## config.mk

```make
export PLATFORM = sky130hd
export DESIGN_NAME = uart_text_and_time_command_parser
export DESIGN_NICKNAME = d
export VERILOG_FILES = /design/src/hw/rtl/uttcp_pkg.sv /design/src/hw/rtl/uart_text_and_time_command_parser.sv
export SDC_FILE = /design/constraint.sdc
export NUM_CORES = 1
export LEC_CHECK = 0
export BUFFER_PORTS_ARGS = -buffer_cell sky130_fd_sc_hd__buf_2
export CORE_AREA = 2 2 138 140
export DETAILED_ROUTE_END_ITERATION = 6
export DIE_AREA = 0 0 140 142
export PLACE_DENSITY_LB_ADDON = 0.15
export SETUP_SLACK_MARGIN = 0.05
export SYNTH_ARGS = -nofsm -noshare
export SYNTH_HDL_FRONTEND = slang
export SYNTH_SLANG_ARGS = --single-unit
```

## constraint.sdc

```tcl
create_clock -name clk -period 6.47 [get_ports clk]
set_input_delay 0.3235 -clock clk [delete_from_list [all_inputs] [get_ports clk]]
set_output_delay 0.3235 -clock clk [all_outputs]
set_load 0.005 [all_outputs]
```

## src/hw/rtl/uttcp_pkg.sv

```systemverilog
// ----------------------------------------------------------------------------
// uttcp_pkg: shared constants for the serial text and time command parser
// Character codes and scan phase codes used by the parser.
// ----------------------------------------------------------------------------
package uttcp_pkg;

  typedef logic [7:0] byte_t;
  typedef logic [3:0] phase_t;
  typedef logic [23:0] value_t;

  localparam byte_t CH_LT    = 8'h3C;  // '<'
  localparam byte_t CH_GT    = 8'h3E;  // '>'
  localparam byte_t CH_BANG  = 8'h21;  // '!'
  localparam byte_t CH_CR    = 8'h0D;
  localparam byte_t CH_LF    = 8'h0A;
  localparam byte_t CH_COLON = 8'h3A;
  localparam byte_t CH_PLUS  = 8'h2B;
  localparam byte_t CH_MINUS = 8'h2D;
  localparam byte_t CH_SPACE = 8'h20;
  localparam byte_t CH_TAB   = 8'h09;
  localparam byte_t CH_ZERO  = 8'h30;
  localparam byte_t CH_NINE  = 8'h39;

  // Scan phases are 3*k + kind for field k, then done and fail.
  localparam phase_t PH_LAST_DIGITS = 4'd8;
  localparam phase_t PH_DONE        = 4'd9;
  localparam phase_t PH_FAIL        = 4'd10;
  localparam phase_t PH_HOUR_DIGITS = 4'd2;

  localparam logic [1:0] KIND_SPACE  = 2'd0;
  localparam logic [1:0] KIND_SIGN   = 2'd1;
  localparam logic [1:0] KIND_DIGITS = 2'd2;

  localparam value_t VALUE_MAX   = 24'hFFFFFF;
  localparam value_t HOUR_LIMIT  = 24'd24;
  localparam value_t MINSEC_LIMIT = 24'd60;

endpackage

```

## src/hw/rtl/uart_text_and_time_command_parser.sv

```systemverilog
// ----------------------------------------------------------------------------
// uart_text_and_time_command_parser: serial command parser with echo
// Echoes every received byte, captures short text messages and scans time
// lines of the form hh:mm:ss.
// ----------------------------------------------------------------------------
// Usage:
//   Input channel (in_valid / in_ready / in_rx_byte) carries one received
//   byte per request. Every accepted request yields exactly one result on
//   the output channel (out_valid / out_ready and the out_ fields): the echo
//   of the byte, plus a text_done flag with three stored characters when a
//   '>' closes a text capture, or a time_set flag with hours, minutes and
//   seconds when CR/LF ends a valid '!' time line.
//   Result: registered; it appears in the cycle after the request is accepted.
//   Throughput: one byte per cycle unless stalled. The parser state and the
//   result register are updated in the same cycle from one pass of decode
//   logic; the decimal accumulate (value * 10 + digit) is the longest path.
//   Reset: clears both modes, the text store and the scan state; no result
//   is pending afterward.
//   Stall: the result register holds until taken. A new request is still
//   accepted in the cycle the pending result is taken; while the receiver
//   stalls, in_ready stays low.
// ----------------------------------------------------------------------------
module uart_text_and_time_command_parser
  import uttcp_pkg::*;
#(
  parameter int TEXT_LEN      = 3,
  parameter int TIME_LINE_LEN = 11
) (
  input  logic       clk,
  input  logic       rst_n,
  input  logic       in_valid,
  output logic       in_ready,
  input  logic [7:0] in_rx_byte,
  output logic       out_valid,
  input  logic       out_ready,
  output logic [7:0] out_echo_byte,
  output logic       out_text_done,
  output logic [7:0] out_text_char_a,
  output logic [7:0] out_text_char_b,
  output logic [7:0] out_text_char_c,
  output logic       out_time_set,
  output logic [4:0] out_hours,
  output logic [5:0] out_minutes,
  output logic [5:0] out_seconds
);

  localparam int FILL_W  = $clog2(TEXT_LEN + 1);
  localparam int TFILL_W = $clog2(TIME_LINE_LEN + 1);
  localparam int NUM_CHARS = 3;

  // Parser state
  logic               text_active_r, text_active_nxt;
  logic [FILL_W-1:0]  text_fill_r, text_fill_nxt;
  byte_t              text_store_r [TEXT_LEN];
  byte_t              text_store_nxt [TEXT_LEN];
  logic               time_active_r, time_active_nxt;
  logic [TFILL_W-1:0] time_fill_r, time_fill_nxt;
  phase_t             scan_phase_r, scan_phase_nxt;
  logic               field_negative_r, field_negative_nxt;
  value_t             field_value_r, field_value_nxt;
  logic [4:0]         held_hours_r, held_hours_nxt;
  logic [5:0]         held_minutes_r, held_minutes_nxt;
  logic               range_ok_r, range_ok_nxt;

  // Result register
  logic       out_valid_r;
  byte_t      echo_r;
  logic       text_done_r, text_done_nxt;
  byte_t      char_r   [NUM_CHARS];
  byte_t      char_nxt [NUM_CHARS];
  logic       time_set_r, time_set_nxt;
  logic [4:0] hours_r, hours_nxt;
  logic [5:0] minutes_r, minutes_nxt;
  logic [5:0] seconds_r, seconds_nxt;

  logic   in_accept;
  byte_t  c;
  logic   is_digit;
  logic   is_space;
  logic [3:0]  digit;
  logic [27:0] mac;
  value_t      mac_sat;
  logic [1:0]  kind;
  byte_t       text_view [NUM_CHARS];

  function automatic logic in_limit(input logic neg, input value_t v, input value_t limit);
    logic ok;
    ok = !(neg && (v != '0)) && (v < limit);
    return ok;
  endfunction

  function automatic logic [1:0] phase_kind(input phase_t ph);
    logic [1:0] k;
    case (ph)
      4'd0, 4'd3, 4'd6: k = KIND_SPACE;
      4'd1, 4'd4, 4'd7: k = KIND_SIGN;
      default:          k = KIND_DIGITS;
    endcase
    return k;
  endfunction

  // Take a new request whenever the result register is free or being drained.
  assign in_ready  = !out_valid_r || out_ready;
  assign in_accept = in_valid && in_ready;

  assign c        = in_rx_byte;
  assign is_digit = (c >= CH_ZERO) && (c <= CH_NINE);
  assign is_space = (c == CH_SPACE) || ((c >= CH_TAB) && (c <= CH_CR));
  assign digit    = c[3:0];
  assign kind     = phase_kind(scan_phase_r);

  // value * 10 + digit by shift-add, saturated to 24 bits
  assign mac     = ({4'b0, field_value_r} << 3) + ({4'b0, field_value_r} << 1) + {24'b0, digit};
  assign mac_sat = (mac[27:24] != 4'b0) ? VALUE_MAX : mac[23:0];

  // Text store as seen after the closing '>' zeroes the fill position.
  for (genvar j = 0; j < NUM_CHARS; j++) begin : g_view
    if (j < TEXT_LEN) begin : g_live
      assign text_view[j] = (text_fill_r == FILL_W'(j)) ? '0 : text_store_r[j];
    end else begin : g_dead
      assign text_view[j] = '0;
    end
  end

  always_comb begin
    text_active_nxt    = text_active_r;
    text_fill_nxt      = text_fill_r;
    text_store_nxt     = text_store_r;
    time_active_nxt    = time_active_r;
    time_fill_nxt      = time_fill_r;
    scan_phase_nxt     = scan_phase_r;
    field_negative_nxt = field_negative_r;
    field_value_nxt    = field_value_r;
    held_hours_nxt     = held_hours_r;
    held_minutes_nxt   = held_minutes_r;
    range_ok_nxt       = range_ok_r;

    text_done_nxt = 1'b0;
    for (int j = 0; j < NUM_CHARS; j++) begin
      char_nxt[j] = '0;
    end
    time_set_nxt = 1'b0;
    hours_nxt    = '0;
    minutes_nxt  = '0;
    seconds_nxt  = '0;

    if (c == CH_LT) begin
      // Start a capture, cancel any time line.
      text_active_nxt    = 1'b1;
      text_fill_nxt      = '0;
      time_active_nxt    = 1'b0;
      time_fill_nxt      = '0;
      scan_phase_nxt     = '0;
      field_negative_nxt = 1'b0;
      field_value_nxt    = '0;
      held_hours_nxt     = '0;
      held_minutes_nxt   = '0;
      range_ok_nxt       = 1'b1;
    end else if (text_active_r) begin
      if (c == CH_GT) begin
        text_active_nxt = 1'b0;
        for (int i = 0; i < TEXT_LEN; i++) begin
          if (text_fill_r == FILL_W'(i)) begin
            text_store_nxt[i] = '0;
          end
        end
        text_done_nxt = 1'b1;
        for (int j = 0; j < NUM_CHARS; j++) begin
          char_nxt[j] = text_view[j];
        end
      end else if (text_fill_r < FILL_W'(TEXT_LEN)) begin
        for (int i = 0; i < TEXT_LEN; i++) begin
          if (text_fill_r == FILL_W'(i)) begin
            text_store_nxt[i] = c;
          end
        end
        text_fill_nxt = FILL_W'(text_fill_r + 1'b1);
      end
    end else if (c == CH_BANG) begin
      // Start or restart a time line.
      time_active_nxt    = 1'b1;
      text_fill_nxt      = '0;
      time_fill_nxt      = '0;
      scan_phase_nxt     = '0;
      field_negative_nxt = 1'b0;
      field_value_nxt    = '0;
      held_hours_nxt     = '0;
      held_minutes_nxt   = '0;
      range_ok_nxt       = 1'b1;
    end else if (time_active_r) begin
      if (c == CH_CR || c == CH_LF) begin
        time_active_nxt = 1'b0;
        if ((scan_phase_r == PH_LAST_DIGITS || scan_phase_r == PH_DONE) && range_ok_r &&
            in_limit(field_negative_r, field_value_r, MINSEC_LIMIT)) begin
          time_set_nxt = 1'b1;
          hours_nxt    = held_hours_r;
          minutes_nxt  = held_minutes_r;
          seconds_nxt  = field_value_r[5:0];
        end
        time_fill_nxt      = '0;
        scan_phase_nxt     = '0;
        field_negative_nxt = 1'b0;
        field_value_nxt    = '0;
        held_hours_nxt     = '0;
        held_minutes_nxt   = '0;
        range_ok_nxt       = 1'b1;
      end else if (time_fill_r < TFILL_W'(TIME_LINE_LEN)) begin
        time_fill_nxt = TFILL_W'(time_fill_r + 1'b1);
        if (scan_phase_r < PH_DONE) begin
          if (kind == KIND_SPACE) begin
            // Skip leading space, then take a sign or the first digit.
            if (!is_space) begin
              field_value_nxt    = '0;
              field_negative_nxt = 1'b0;
              if (c == CH_PLUS || c == CH_MINUS) begin
                field_negative_nxt = (c == CH_MINUS);
                scan_phase_nxt     = scan_phase_r + 4'd1;
              end else if (is_digit) begin
                field_value_nxt = {20'b0, digit};
                scan_phase_nxt  = scan_phase_r + 4'd2;
              end else begin
                scan_phase_nxt = PH_FAIL;
              end
            end
          end else if (is_digit) begin
            field_value_nxt = mac_sat;
            if (kind == KIND_SIGN) begin
              scan_phase_nxt = scan_phase_r + 4'd1;
            end
          end else if (kind == KIND_SIGN) begin
            scan_phase_nxt = PH_FAIL;
          end else if (scan_phase_r == PH_LAST_DIGITS) begin
            scan_phase_nxt = PH_DONE;
          end else if (c != CH_COLON) begin
            scan_phase_nxt = PH_FAIL;
          end else begin
            // Close hours or minutes at the colon.
            if (scan_phase_r == PH_HOUR_DIGITS) begin
              if (!in_limit(field_negative_r, field_value_r, HOUR_LIMIT)) begin
                range_ok_nxt = 1'b0;
              end
              held_hours_nxt = field_value_r[4:0];
            end else begin
              if (!in_limit(field_negative_r, field_value_r, MINSEC_LIMIT)) begin
                range_ok_nxt = 1'b0;
              end
              held_minutes_nxt = field_value_r[5:0];
            end
            scan_phase_nxt = scan_phase_r + 4'd1;
          end
        end
      end
    end
  end

  // Parser state: advance on each accepted request.
  always_ff @(posedge clk) begin
    if (!rst_n) begin
      text_active_r    <= 1'b0;
      text_fill_r      <= '0;
      for (int i = 0; i < TEXT_LEN; i++) begin
        text_store_r[i] <= '0;
      end
      time_active_r    <= 1'b0;
      time_fill_r      <= '0;
      scan_phase_r     <= '0;
      field_negative_r <= 1'b0;
      field_value_r    <= '0;
      held_hours_r     <= '0;
      held_minutes_r   <= '0;
      range_ok_r       <= 1'b1;
    end else if (in_accept) begin
      text_active_r    <= text_active_nxt;
      text_fill_r      <= text_fill_nxt;
      text_store_r     <= text_store_nxt;
      time_active_r    <= time_active_nxt;
      time_fill_r      <= time_fill_nxt;
      scan_phase_r     <= scan_phase_nxt;
      field_negative_r <= field_negative_nxt;
      field_value_r    <= field_value_nxt;
      held_hours_r     <= held_hours_nxt;
      held_minutes_r   <= held_minutes_nxt;
      range_ok_r       <= range_ok_nxt;
    end
  end

  // Result valid: set on accept, drop when taken with nothing new behind it.
  always_ff @(posedge clk) begin
    if (!rst_n) begin
      out_valid_r <= 1'b0;
    end else if (in_accept) begin
      out_valid_r <= 1'b1;
    end else if (out_ready) begin
      out_valid_r <= 1'b0;
    end
  end

  // Result payload: load on accept, hold otherwise.
  always_ff @(posedge clk) begin
    if (in_accept) begin
      echo_r      <= c;
      text_done_r <= text_done_nxt;
      char_r      <= char_nxt;
      time_set_r  <= time_set_nxt;
      hours_r     <= hours_nxt;
      minutes_r   <= minutes_nxt;
      seconds_r   <= seconds_nxt;
    end
  end

  assign out_valid       = out_valid_r;
  assign out_echo_byte   = echo_r;
  assign out_text_done   = text_done_r;
  assign out_text_char_a = char_r[0];
  assign out_text_char_b = char_r[1];
  assign out_text_char_c = char_r[2];
  assign out_time_set    = time_set_r;
  assign out_hours       = hours_r;
  assign out_minutes     = minutes_r;
  assign out_seconds     = seconds_r;

  // Checks
  a_modes_exclusive: assert property (@(posedge clk) disable iff (!rst_n)
    !(text_active_r && time_active_r))
    else $error("text capture and time line active together");

  a_flags_exclusive: assert property (@(posedge clk) disable iff (!rst_n)
    out_valid_r |-> !(text_done_r && time_set_r))
    else $error("text_done and time_set in one result");

  a_time_in_range: assert property (@(posedge clk) disable iff (!rst_n)
    (out_valid_r && time_set_r) |-> (hours_r < 5'd24 && minutes_r < 6'd60 && seconds_r < 6'd60))
    else $error("time result out of range");

  a_accept_gives_result: assert property (@(posedge clk) disable iff (!rst_n)
    in_accept |=> out_valid_r)
    else $error("accepted request produced no result");

  a_phase_legal: assert property (@(posedge clk) disable iff (!rst_n)
    scan_phase_r <= PH_FAIL)
    else $error("scan phase beyond fail code");

endmodule

```

# After elaboration in Yosys (flattened, before gate mapping)
# Index checks and enable logic that the tools add are counted.
# op_classes
add_sub_neg	6
magnitude_cmp	9
eq_ne	34
mux	112
bitwise_logic	6
reduce_logical	50
# ops
operator	count
24-bit 2-to-1 mux	13
4-bit 2-to-1 mux	24
6-bit 2-to-1 mux	13
5-bit 2-to-1 mux	13
8-bit by 6-bit equality test with 1-bit output, second input constant	6
8-bit 2-to-1 mux	6
1-bit 2-to-1 mux	37
27-bit by 25-bit adder with 28-bit output	1
28-bit by 4-bit adder with 28-bit output	1
24-bit by 5-bit < comparator with 1-bit output, second input constant	1
24-bit by 6-bit < comparator with 1-bit output, second input constant	1
24-bit nonzero test	1
11-bit AND reduction	2
7-bit AND reduction	3
4-bit inequality test, second input constant	5
4-bit nonzero test	5
8-bit by 4-bit equality test with 1-bit output, second input constant	2
5-bit inequality test, second input constant	3
5-bit AND reduction	3
4-bit by 3-bit equality test with 1-bit output, second input constant	3
12-bit AND reduction	1
2-bit 2-to-1 mux	5
2-bit nonzero test	5
3-bit OR reduction	3
34 further kinds	60
# totals
reg_bits	125
in_bits	12
output_inout_bits	53
word_cells	240

# Longest topological paths before layout
# logic_depth
ltp_word	18
mapped_depth	13
mapped_depth_nobuf	12

# Least setup slack after synthesis
# Ideal clock, no wire load.
# synth_timing
path_type	input to register
from	in in_rx_byte[3]
to	reg field_value_r[17]
t_arrival_ns	2.930
required_ns	6.400
slack_ns	3.470
path_stages	12
path_buffers	1
cell_sequence	fa_1 -> inv_1 -> fa_1 -> nor2b_1 -> o31a_1 -> o211ai_1 -> a22oi_1 -> o211ai_1 -> nand4_1 -> clkbuf_1 -> o21ai_1 -> a21oi_1
# synth_between
elab_chain_cells	12
word_cells_on_any_way	32
# synth_lines
item	line_no	source
start: declaration	uart_text_and_time_command_parser.sv:33	input logic [7:0] in_rx_byte,
28-bit by 4-bit adder with 28-bit output	uart_text_and_time_command_parser.sv:113	assign mac = ({4'b0, field_value_r} << 3) + ({4'b0, field_value_r} << 1) + {24'b0, digit};
4-bit nonzero test	uart_text_and_time_command_parser.sv:114	assign mac_sat = (mac[27:24] != 4'b0) ? VALUE_MAX : mac[23:0];
24-bit 2-to-1 mux	uart_text_and_time_command_parser.sv:114	
24-bit 2-to-1 mux	uart_text_and_time_command_parser.sv:225	end else if (is_digit) begin
24-bit 2-to-1 mux	uart_text_and_time_command_parser.sv:210	if (kind == KIND_SPACE) begin
24-bit 2-to-1 mux	uart_text_and_time_command_parser.sv:209	if (scan_phase_r < PH_DONE) begin
24-bit 2-to-1 mux	uart_text_and_time_command_parser.sv:207	end else if (time_fill_r < TFILL_W'(TIME_LINE_LEN)) begin
24-bit 2-to-1 mux	uart_text_and_time_command_parser.sv:191	if (c == CH_CR || c == CH_LF) begin
24-bit 2-to-1 mux	uart_text_and_time_command_parser.sv:190	end else if (time_active_r) begin
24-bit 2-to-1 mux	uart_text_and_time_command_parser.sv:179	end else if (c == CH_BANG) begin
24-bit 2-to-1 mux	uart_text_and_time_command_parser.sv:159	end else if (text_active_r) begin
24-bit 2-to-1 mux	uart_text_and_time_command_parser.sv:147	if (c == CH_LT) begin
end signal: assignment	uart_text_and_time_command_parser.sv:280	field_value_r <= field_value_nxt;
end: declaration	uart_text_and_time_command_parser.sv:60	value_t field_value_r, field_value_nxt;
# Parallel ways exist; a longest one is shown, timed or not. The select of a mux whose other input is x is not followed.
# A chain may end at the register's enable or synchronous reset.

# Final worst setup path
# layout_timing
from	reg field_value_r[0]
to	reg field_value_r[3]
# layout_between
elab_chain_cells	13
# layout_lines
item	line_no
27-bit by 25-bit adder with 28-bit output (*)	uart_text_and_time_command_parser.sv:113
28-bit by 4-bit adder with 28-bit output (*)	uart_text_and_time_command_parser.sv:113
4-bit nonzero test	uart_text_and_time_command_parser.sv:114
24-bit 2-to-1 mux (*)	uart_text_and_time_command_parser.sv:114
24-bit 2-to-1 mux (*)	uart_text_and_time_command_parser.sv:225
24-bit 2-to-1 mux (*)	uart_text_and_time_command_parser.sv:210
24-bit 2-to-1 mux (*)	uart_text_and_time_command_parser.sv:209
24-bit 2-to-1 mux (*)	uart_text_and_time_command_parser.sv:207
24-bit 2-to-1 mux (*)	uart_text_and_time_command_parser.sv:191
24-bit 2-to-1 mux (*)	uart_text_and_time_command_parser.sv:190
24-bit 2-to-1 mux (*)	uart_text_and_time_command_parser.sv:179
24-bit 2-to-1 mux (*)	uart_text_and_time_command_parser.sv:159
24-bit 2-to-1 mux (*)	uart_text_and_time_command_parser.sv:147
# Mark *: on every way between the ends. The rest lies on a longest branch, timed or not. The select of a mux whose other input is x is not followed.

==> results.cfg <==
[power]
p_per_area_mw_per_mm2 = 220.7
power_switching_mw = 0.4623
p_comb_share_pct = 3.5
ir_drop_mv = 0.1783
p_int_mw = 1.372
switching_share_pct = 25.21
pwr-share-clk_pct = 50.7
p_seq_share_pct = 45.7
p_leak_nw = 3.436

[clocking]
postCtsHoldBufs = 0
clk-insertion-delay-late_ns = 0.42
post_cts_resized = 0
cts_sinks = 125
post-cts-setup-buffer-count = 0
cts_buffer_depth = 2
htree_levels = 4
path_clk_slew_ns = 0.07
cts_tree = done
cts-buffers-inserted = 17
clock-root-buffer = clkbuf_16

[setup_path]
critPathKind = reg2reg
timing.rr.end = field_value_r[3]$_SDFFE_PN0P_
r2r_setup_slack_ns = 2.41
crit_required_ns = 6.74
crit_cells = 11
cp_slowest_cell = nand4_1
endpoint_kind = flop
crit_path_max_fanout = 24
r2r_start = field_value_r[0]$_SDFFE_PN0P_
reg2reg_depth = 11
cp.arrival_ns = 4.33
cp_slowest_stage_delay_ns = 0.93
cp_num_buf_inv = 1
start_kind = flop
crit_end = field_value_r[3]$_SDFFE_PN0P_
cp_cell_sequence = fa_1 > inv_1 > fa_1 > nor2b_1 > o31a_1 > o21ai_0 > a21bo_2 > o211ai_1 > nand4_1 > o21ai_0 > a31oi_1
crit_family = compound AO/OA/AOI/OAI gates
critPathLaunch = field_value_r[0]$_SDFFE_PN0P_

[global_routing]
grt_pass1_wl_um = 28990
grt_pass1_vias = 5716
track_usage_pct = 18.09
grt-ovfl-total = 0
grt_max_degree = 50
antenna_found_initial = 0

[yosys]
synth_top_cell_area_share_pct = 21.27
syn_area_per_cell_um2 = 9.338
synth_nets = 842
yosys.cell_types.count = 76
ys_seq_area_share_pct = 41.85
synth_edf_count = 51
synth_flop_cell = dfxtp_1
yosys_warnings = 0
async_flop_share_pct = 0
synth-seq-cells = 125
netlist_area_mm2 = 0.007199
yosys.area.top_type = edfxtp_1
netlist_instances = 771
synth_top_cells_by_area = edfxtp_1 21%, dfxtp_1 21%, ha_1 9.9%

[floorplan]
die-area_mm2 = 0.01988
start_util_pct = 39.01
die_w_um = 140
core_mm2 = 0.01846
ios = 65
rows = 50
die_h_um = 142

[finish]
antennaDiodeCount = 0
drive_gt1_share_pct = 14.66
final_common_cell = dfxtp_1
layout_common_cells = 74 x dfxtp_1, 69 x nor2_1, 64 x buf_2, 61 x nand2_1, 60 x a21oi_1
area_growth_pct = 15.43
finalNonFillerCells = 1073
num-nets-final = 897
postLayoutCellArea_mm2 = 0.008310
fillers = 1741

[worst_hold_path]
hp-class = in2reg

[place]
gp_congestion = 0.8953
port_buffers = 64
place_area_mm2 = 0.007720
dp_hpwl_um = 12870
place_inst = 1041

[status]
outcome = finished with violations
violations = design-rule violations

[timing]
fin_skew_ns = 0.009913
fin_crit_sh_pct = 62.74
setup_viol = 0
grt_setup_unrepaired = false
slew_violations = 0
tns_ns = 0
hold_viol_final = 0
tightest_slew_ns = 1.143
max-slew-margin-rel_pct = 23.57
period_minus_slack_ns = 4.059
max_freq_ghz = 0.2464

[detailed_routing]
routed_via_density = 5.543
drtIter0Drc = 386
drc = 10
wirelength_um = 17720
dr.pass1.iters = 7
met3WireLength_um = 757
wl_met2_um = 7928
wl_per_cell_um = 16.51
dr_total_vias = 5948
routed.top_layer = met4
drtAntennaViolNets = 0
wl_met1_um = 8743

[flow_run]
drv_cap = 0
[worst min path at each step]
stage | from | end | slack (ns) | cells past startpoint
finish | in_valid | out_valid$_SDFFE_PN0P_ | 0.14 | 3
CTS | in_valid | out_valid$_SDFFE_PN0P_ | 0.13 | 3
global placement | held_minutes_r[5]$_SDFFE_PN0P_ | held_minutes_r[5]$_SDFFE_PN0P_ | 0.46 | 2
detailed placement | held_minutes_r[5]$_SDFFE_PN0P_ | held_minutes_r[5]$_SDFFE_PN0P_ | 0.47 | 2
floorplan | rst_n | range_ok_r$_SDFFE_PN1P_ | 0.41 | 1
global route | in_valid | out_valid$_SDFFE_PN0P_ | 0.16 | 3
[worst reg2reg max path: stages (launching register included)]
cell and delay [ns]:
dfxtp_1 0.39, fa_1 0.57, inv_1 0.07, fa_1 0.45, nor2b_1 0.17, o31a_1 0.22, o21ai_0 0.15, a21bo_2 0.24
o211ai_1 0.12, nand4_1 0.93, o21ai_0 0.50, a31oi_1 0.12
[power by group through the flow]
stage,Clock [mW],Combinational [mW],Sequential [mW]
floorplan,0,0.0296,0.859
global placement,0,0.0647,0.855
detailed placement,0,0.0661,0.856
CTS,0.950,0.0663,0.839
global route,0.979,0.0718,0.840
finish,0.931,0.0649,0.838
[registers in the layout (all words and copies together) (netlist names), 2 cells and up]
name / count
out_text_char_a: 8
out_text_char_c: 8
out_text_char_b: 8
held_minutes_r: 6
out_hours: 5
out_echo_byte: 8
text_store_r: 24
field_value_r: 24
out_seconds: 6
time_fill_r: 4
text_fill_r: 2
scan_phase_r: 4
out_minutes: 6
held_hours_r: 5
[through the flow]
stage | hold slack, ns | utilization [%] | power, mW | setup WS (ns)
6_report | 0.1381 | 45.03 | 1.834 | 2.411
5_1_grt | 0.1572 | 45.03 | 1.890 | 1.967
4_1_cts | 0.1260 | 45.03 | 1.855 | 2.373
3_5_place_dp | 0.4729 | 41.83 | 0.9221 | 2.231
3_3_place_gp | 0.4558 | 41.83 | 0.9202 | 2.359
2_1_floorplan | 0.4124 | - | 0.8885 | 3.470
[Yosys cell counts (4+ instances only)]
cell type,number
nand3_1,17
a21oi_1,60
edfxtp_1,51
buf_2,5
ha_1,57
clkbuf_1,27
nor2_1,69
and3_1,6
a21o_1,10
a211oi_1,8
nand2_1,61
o21ai_1,26
a31oi_1,5
inv_1,15
xor2_1,9
o31ai_1,4
and2_1,52
xnor2_1,12
o211ai_1,10
mux2i_1,13
or3_1,4
o21a_1,7
nand4_1,9
o21bai_1,4
a22oi_1,28
nor2b_1,8
dfxtp_1,74
nand2b_1,16
o21ai_0,29
nor4_1,7
nor3_1,9
[area by class of cell]
cell class / count / area, um^2 / area share, %
timing repair buffer: 70 / 365.4 / 4.396
clock inverter: 15 / 165.2 / 1.987
clock buffer: 17 / 425.4 / 5.119
tap: 234 / 292.8 / 3.523
inverter: 16 / 60.06 / 0.7227
multi-input combinational: 596 / 3989 / 48.00
sequential: 125 / 3013 / 36.25
[routing by layer]
metal | vias up | track usage (%)
li1 | 2959 | -
met1 | 2837 | 25.48
met2 | 130 | 28.26
met3 | 22 | 3.331
met4 | 0 | 5.848
met5 | - | 0
[cells by family after synthesis]
family | share of synthesized area [%]
simple gates | 19.66
fa+ha+maj | 10.46
buf+inv | 2.746
flops | 41.85
xor+xnor | 2.555
mux | 2.016
compound gates | 20.72
(Power assumes the default switching activity.)
